$ cat src/design/trfrb_pkg.sv
// Shared types and constants for the two-run frame reorder buffer.
// Used by the controller, the datapath, the top level and the checker.
`default_nettype none
package trfrb_pkg;

  localparam int TABLE_SIZE_DEFAULT  = 1024;
  localparam int HANDLE_BITS_DEFAULT = 16;
  localparam int INTERVAL_W          = 11;
  localparam logic [INTERVAL_W-1:0] INTERVAL_RESET = 11'd6;

  localparam logic       OP_FRAME = 1'b0;
  localparam logic       OP_TICK  = 1'b1;

  localparam logic [1:0] OUTCOME_STORED  = 2'd0;
  localparam logic [1:0] OUTCOME_DROPPED = 2'd1;
  localparam logic [1:0] OUTCOME_TICK    = 2'd2;

  typedef struct packed {
    logic        opcode;
    logic [31:0] sequence_number;
    logic [15:0] run_number;
    logic [15:0] frame_handle;
  } in_t;

  typedef struct packed {
    logic [1:0]  outcome;
    logic        released;
    logic        release_missed;
    logic [31:0] released_sequence;
    logic [15:0] released_handle;
    logic        released_table;
  } out_t;

  typedef struct packed {
    logic clr;
    logic latch;
    logic div_tot;
    logic div_step;
    logic slot_read;
    logic store;
    logic set_drop;
    logic rel_setup;
    logic scan;
  } cmd_t;

  typedef struct packed {
    logic clr_last;
    logic div_done;
    logic rem_zero;
    logic rd_valid;
    logic op_tick;
    logic any_stored;
    logic interval_zero;
    logic scan_end;
  } stat_t;

endpackage
`default_nettype wire

$ cat src/design/trfrb_controller.sv
// Sequencer for the reorder buffer: clearing pass, slot index, store,
// interval check, release scan and result hand-off. Uses trfrb_pkg.
`default_nettype none
module trfrb_controller (
  input  wire logic           clk,
  input  wire logic           rst,
  input  wire logic           in_valid,
  output logic                in_stall,
  output logic                out_valid,
  input  wire logic           out_stall,
  input  wire trfrb_pkg::stat_t stat,
  output trfrb_pkg::cmd_t     cmd
);

  localparam logic [3:0] S_CLEAR  = 4'd0;
  localparam logic [3:0] S_IDLE   = 4'd1;
  localparam logic [3:0] S_MODSEQ = 4'd2;
  localparam logic [3:0] S_CHKSLT = 4'd3;
  localparam logic [3:0] S_TOTST  = 4'd4;
  localparam logic [3:0] S_MODTOT = 4'd5;
  localparam logic [3:0] S_RELSET = 4'd6;
  localparam logic [3:0] S_SCAN   = 4'd7;
  localparam logic [3:0] S_OUT    = 4'd8;

  logic [3:0] state, state_next;

  always_ff @(posedge clk) begin
    if (rst) state <= S_CLEAR;
    else     state <= state_next;
  end

  assign in_stall  = (state != S_IDLE);
  assign out_valid = (state == S_OUT);

  always_comb begin
    state_next = state;
    cmd        = '0;
    unique case (state)
      S_CLEAR: begin
        cmd.clr = 1'b1;
        if (stat.clr_last) state_next = S_IDLE;
      end
      S_IDLE: begin
        if (in_valid) begin
          cmd.latch = 1'b1;
          if (!stat.op_tick)        state_next = S_MODSEQ;
          else if (stat.any_stored) state_next = S_RELSET;
          else                      state_next = S_OUT;
        end
      end
      S_MODSEQ: begin
        if (stat.div_done) begin
          cmd.slot_read = 1'b1;
          state_next    = S_CHKSLT;
        end else begin
          cmd.div_step = 1'b1;
        end
      end
      S_CHKSLT: begin
        if (stat.rd_valid) begin
          cmd.set_drop = 1'b1;
          state_next   = S_OUT;
        end else begin
          cmd.store  = 1'b1;
          state_next = stat.interval_zero ? S_OUT : S_TOTST;
        end
      end
      S_TOTST: begin
        cmd.div_tot = 1'b1;
        state_next  = S_MODTOT;
      end
      S_MODTOT: begin
        if (stat.div_done) state_next = stat.rem_zero ? S_RELSET : S_OUT;
        else               cmd.div_step = 1'b1;
      end
      S_RELSET: begin
        cmd.rel_setup = 1'b1;
        state_next    = S_SCAN;
      end
      S_SCAN: begin
        cmd.scan = 1'b1;
        if (stat.scan_end) state_next = S_OUT;
      end
      S_OUT: begin
        if (!out_stall) state_next = S_IDLE;
      end
      default: state_next = S_CLEAR;
    endcase
  end

endmodule
`default_nettype wire

$ cat config.mk
export PLATFORM = sky130hd
export DESIGN_NAME = trfrb_controller
export DESIGN_NICKNAME = d
export VERILOG_FILES = /design/src/design/trfrb_pkg.sv /design/src/design/trfrb_controller.sv
export SDC_FILE = /design/constraint.sdc
export NUM_CORES = 1
export LEC_CHECK = 0
export ABC_AREA = 1
export ABC_CLOCK_PERIOD_IN_PS = 1300
export BUFFER_PORTS_ARGS = -buffer_cell sky130_fd_sc_hd__buf_2
export CORE_AREA = 8 8 45 47
export CTS_CLUSTER_DIAMETER = 40
export DETAILED_ROUTE_END_ITERATION = 12
export DIE_AREA = 0 0 53 55
export GPL_TIMING_DRIVEN = 0
export MAX_ROUTING_LAYER = met4
export PLACE_DENSITY = 0.65
export SYNTH_ARGS = -nofsm -noshare
export SYNTH_HDL_FRONTEND = slang
export SYNTH_SLANG_ARGS = --single-unit
$ cat constraint.sdc
create_clock -name clk -period 1.3 [get_ports clk]
set_input_delay 0.195 -clock clk [delete_from_list [all_inputs] [get_ports clk]]
set_output_delay 0.195 -clock clk [all_outputs]
set_load 0.1 [all_outputs]
After elaboration in Yosys (flattened, before gate mapping)
Index checks and enable logic that the tools add are counted.

word-level totals
  register bits = 4
  bits in latches = 0
  RAM bits = 0
  bits in read-only memories = 0
  input port bits = 12
  output and inout port bits = 11
  logic and storage cells = 44
  memories kept = 0

operators by class
  add/subtract/negate cells = 0
  multipliers = 0
  divide/modulo/power cells = 0
  order comparisons = 0
  equal/unequal tests = 15
  shift-type cells = 0
  mux-type cells = 25
  bitwise gates (word level) = 0
  reduce and logical (&&, ||, !) cells = 3

operators with widths
  cell                number
  $mux 4              11
  $pmux 4 s9          1
  $eq 4x3->1 const B  4
  $mux 1              12
  $ne 2x2->1 const B  6
  $eq 4x2->1 const B  2
  $reduce_and 6->1    1
  $eq 4x1->1 const B  1
  $eq 4x4->1 const B  1
  $logic_not 4->1     1
  $ne 4x1->1 const B  1
  $mux 2              1
  $reduce_or 2->1     1

Logic depth before layout (Yosys ltp)
  word-level depth = 4
  gate-level depth with buffers = 9

Worst setup path after synthesis
OpenSTA, ideal clock, no wires.

  kind = reg-to-reg
  from = register state[2]
  to = register state[3]
  setup time = 70 ps
  data arrival time = 2,972 ps
  data required time = 1,230 ps
  slack = -1,742 ps
  cell stages (with the launch flop) = 7
  period minus slack after synthesis = 3,042 ps
  cells stage by stage = dfxtp_1 > inv_1 > nor3_1 > nor2_1 > nand3_1 > nand2_1 > a21oi_1

between the ends
  longest elaborated chain between the ends = 3

ends and longest elaborated chain
  what                                line                    RTL
  start, declared                     trfrb_controller.sv:25  logic [3:0] state, state_next;
  start signal, assigned              trfrb_controller.sv:29  else state <= state_next;
  $eq 4x3->1 (tied with other cells)  trfrb_controller.sv:38  unique case (state)
  $ne 2x2->1 (no source line)         --
  $reduce_and 6->1 (no source line)   --

Parallel ways exist; a longest one is shown, timed or not.
A chain may end at the register's enable or synchronous reset.

==> out/results.tsv <==
metric	value	unit
run status	complete, but fails checks	
violations in the final reports	setup timing	
Critical Path AT	1.30	ns
register-to-register setup slack	-0.13	ns
Syn Inst Count	81	
launching point of the worst reg2reg path	state[0]$_SDFFE_PP0P_	
commonest cells after routing, fill and taps aside	buf_4 (14), nor2_4 (12), nand2_1 (12)	
final setup TNS	-1.88	ns
max-cap viol count	0	
registers with the most flip-flops	state: 4 flops	
Post-CTS Hold Buffers	0	
most prevalent standard cell on the critical path	nand2_2	
Logic pwr share	81.3	%
worst slack, placed	-0.334	ns
number of I/O port buffers	22	
Setup-failing EPs final	15	
antenna violations before repair	0	
height of the die	55	um
count of synthesis-stage warnings from yosys	0	
core footprint	1380	um2
average instance area after synthesis	5.13	um2
residual overflow from global routing	0	
Leakage Power	0.492	nW
area occupied by registers	95.1	um2
internal cell power	1.01	mW
worst min-delay path startpoint	rst	
RSZ-0062 raised after global routing	yes	
global-route wire length before repair	2700	um
DIE AREA	2920	um2
register containing the most flip-flops in the final layout	state	
Initial Utilization	30.0	%
TritonCTS clock tree	built	
total placed instance area	643	um2
Worst EP required	1.11	ns
aggregate routed wire length	2040	um
starting DRC count in detailed routing	19	
Worst IR Drop VDD	1.64	mV
worst hold path cell count	2	
Final ANT Viol Nets	0	
cell at the slowest stage of the critical path	dfxtp_4	
achievable frequency	669	MHz
clock network fraction of design power	7.4	%
post-synthesis sequential element count	4	
worst min path class	in -> reg	
Worst Setup End Kind	output port	
category of the worst setup path launch point	flip-flop	
Pwr per Cell Area	2040	nW/um2
commonest non-fill, non-tap cell in the layout	buf_4	
final count of pins violating max slew	0	
first-pass iteration count of the detailed router	4	
estimated wirelength of the detail-placed design	1070	um
area growth from synthesis to layout	165	%
H-tree levels	1	
share of the synthesized area in compound gates (AO/OA/AOI/OAI)	7.23	%
Cell Area, Synth	415	um2
count of antenna diodes in the layout	0	
Worst Max-Slew Pin Slew	0.211	ns
final count of hold timing violations	0	
hold-critical path endpoint	state[2]$_SDFFE_PP0P_	
number of filler instances in the final layout	94	
Sw Pwr	1.23	mW
clk slew on worst S/H paths	0.04	ns
minimum clock period after layout	1.49	ns
Synth Area in Simple Gates	58.1	%
xor and xnor area share after synthesis	0	%
routability congestion estimate	0.909	
I/O pin count	23	
ordered list of cells on the worst path	inv_4 -> nor2_4 -> nand2_2 -> nand2_2 -> nand2_2 -> clkinvlp_4 -> buf_12	
relative slew slack	85.9	%
flip-flop count of the largest register after layout	4	
adder and majority gate portion of the synthesized area	0	%
area occupied by multi-input gates	447	um2
net count after synthesis	93	
startpoint-to-endpoint class of the critical path	reg -> out	
number of buffers created by CTS	3	
largest incremental delay on the critical path	0.38	ns
DIE WIDTH	53	um
count of standard-cell rows	14	
Seq/Total Area, Yosys	19.3	%
Setup Skew	0.00264	ns
R2R depth	11	
total track usage	12.1	%
clock latency on the worst-skew pair	0.23	ns
clock tree root buffer cell	clkbuf_4	
final net count	139	
Final Total Pwr	2.24	mW
multiplexer share of the synthesized area	0	%
fraction of layout instances using a drive strength above 1	72.2	%
Max FO, Critical Path	5	
vias per inst	4.88	
number of sinks on the clock net	4	
DRC violations left	0	
Flop pwr share	11.2	%
vias post-DR	693	
CTS max path bufs	2	
worst reg2reg endpoint	state[2]$_SDFFE_PP0P_	
post-route cell area	1100	um2
distinct cell type count after synthesis	14	
DR WL/cell	14.4	um
number of global-route vias before repair	687	
post-route setup slack	-0.194	ns
dominant combinational cell family by area after synthesis	simple AND/OR/NAND/NOR gates	
pin count of the biggest net entering global routing	6	
post-route fraction of the period consumed by the critical path	115	%
switching fraction of total power	54.8	%
worst max-delay path: cells and delay by family (launching register included):
kind | cells | cell delay (ns)
buf+inv | 3 | 0.28
flops | 1 | 0.38
simple gates | 4 | 0.39
worst max path at each step:
stage / from / endpoint
global route: state[1]$_SDFFE_PP0P_ / cmd[5]
floorplan: state[1]$_SDFFE_PP0P_ / state[3]$_SDFFE_PP0P_
CTS: state[0]$_SDFFE_PP0P_ / cmd[5]
global placement: state[3]$_SDFFE_PP0P_ / cmd[5]
detailed placement: state[0]$_SDFFE_PP0P_ / cmd[5]
finish: state[2]$_SDFFE_PP0P_ / cmd[5]
power groups by stage:
stage / Combinational (mW) / Sequential (mW) / Clock, mW
floorplan: 0.915 / 0.202 / 0
global placement: 1.06 / 0.210 / 0
detailed placement: 1.06 / 0.210 / 0
CTS: 1.55 / 0.228 / 0.177
global route: 1.90 / 0.255 / 0.183
finish: 1.82 / 0.252 / 0.166
stage by stage:
| step | util, % | std cells | hold slack [ns] |
|---|---|---|---|
| finish | 79.5 | 142 | 0.184 |
| global route | 79.5 | 142 | 0.182 |
| CTS | 71.6 | 137 | 0.150 |
| detailed placement | 46.5 | 119 | 0.403 |
| global placement | 46.5 | 119 | 0.397 |
| floorplan | - | 81 | 0.254 |
synthesized netlist by cell type (all sizes together):
library cell,n,area [um2]
nand3,9,45.0
or2,1,6.26
o21ai,2,10.0
nand2,23,91.3
nand4,2,12.5
nand3b,1,7.51
dfxtp,4,80.1
nor3,1,5.00
inv,17,63.8
nor2,17,73.8
a21oi,4,20.0
area by class of cell:
type / instances / share of cell area, %
sequential: 4 / 8.65
tap: 16 / 1.82
timing repair buffer: 41 / 39.2
inverter: 17 / 7.28
clock buffer: 4 / 2.39
multi-input combinational: 60 / 40.6
cell families (layout without fill, tap and decap cells):
group | count (synthesis) | count (layout)
AO/OA/AOI/OAI | 6 | 6
buffers and inverters | 17 | 62
flip-flops | 4 | 4
AND/OR/NAND/NOR | 54 | 54
repair_timing:
| action | CTS | global route |
|---|---|---|
| setup endpoints to repair | 15 | 15 |
| buffers inserted | 14 | 6 |
| pin swaps | 8 | 12 |
| resized for setup | 62 | 23 |
metal layers:
metal	up-vias	routed length, um	global-route usage, %
li1	342	-	-
met1	327	798	11.9
met2	22	1130	23.4
met3	2	101	1.87
met4	0	16	3.88
met5	-	0	-
Power figures use the tool's default switching activity.
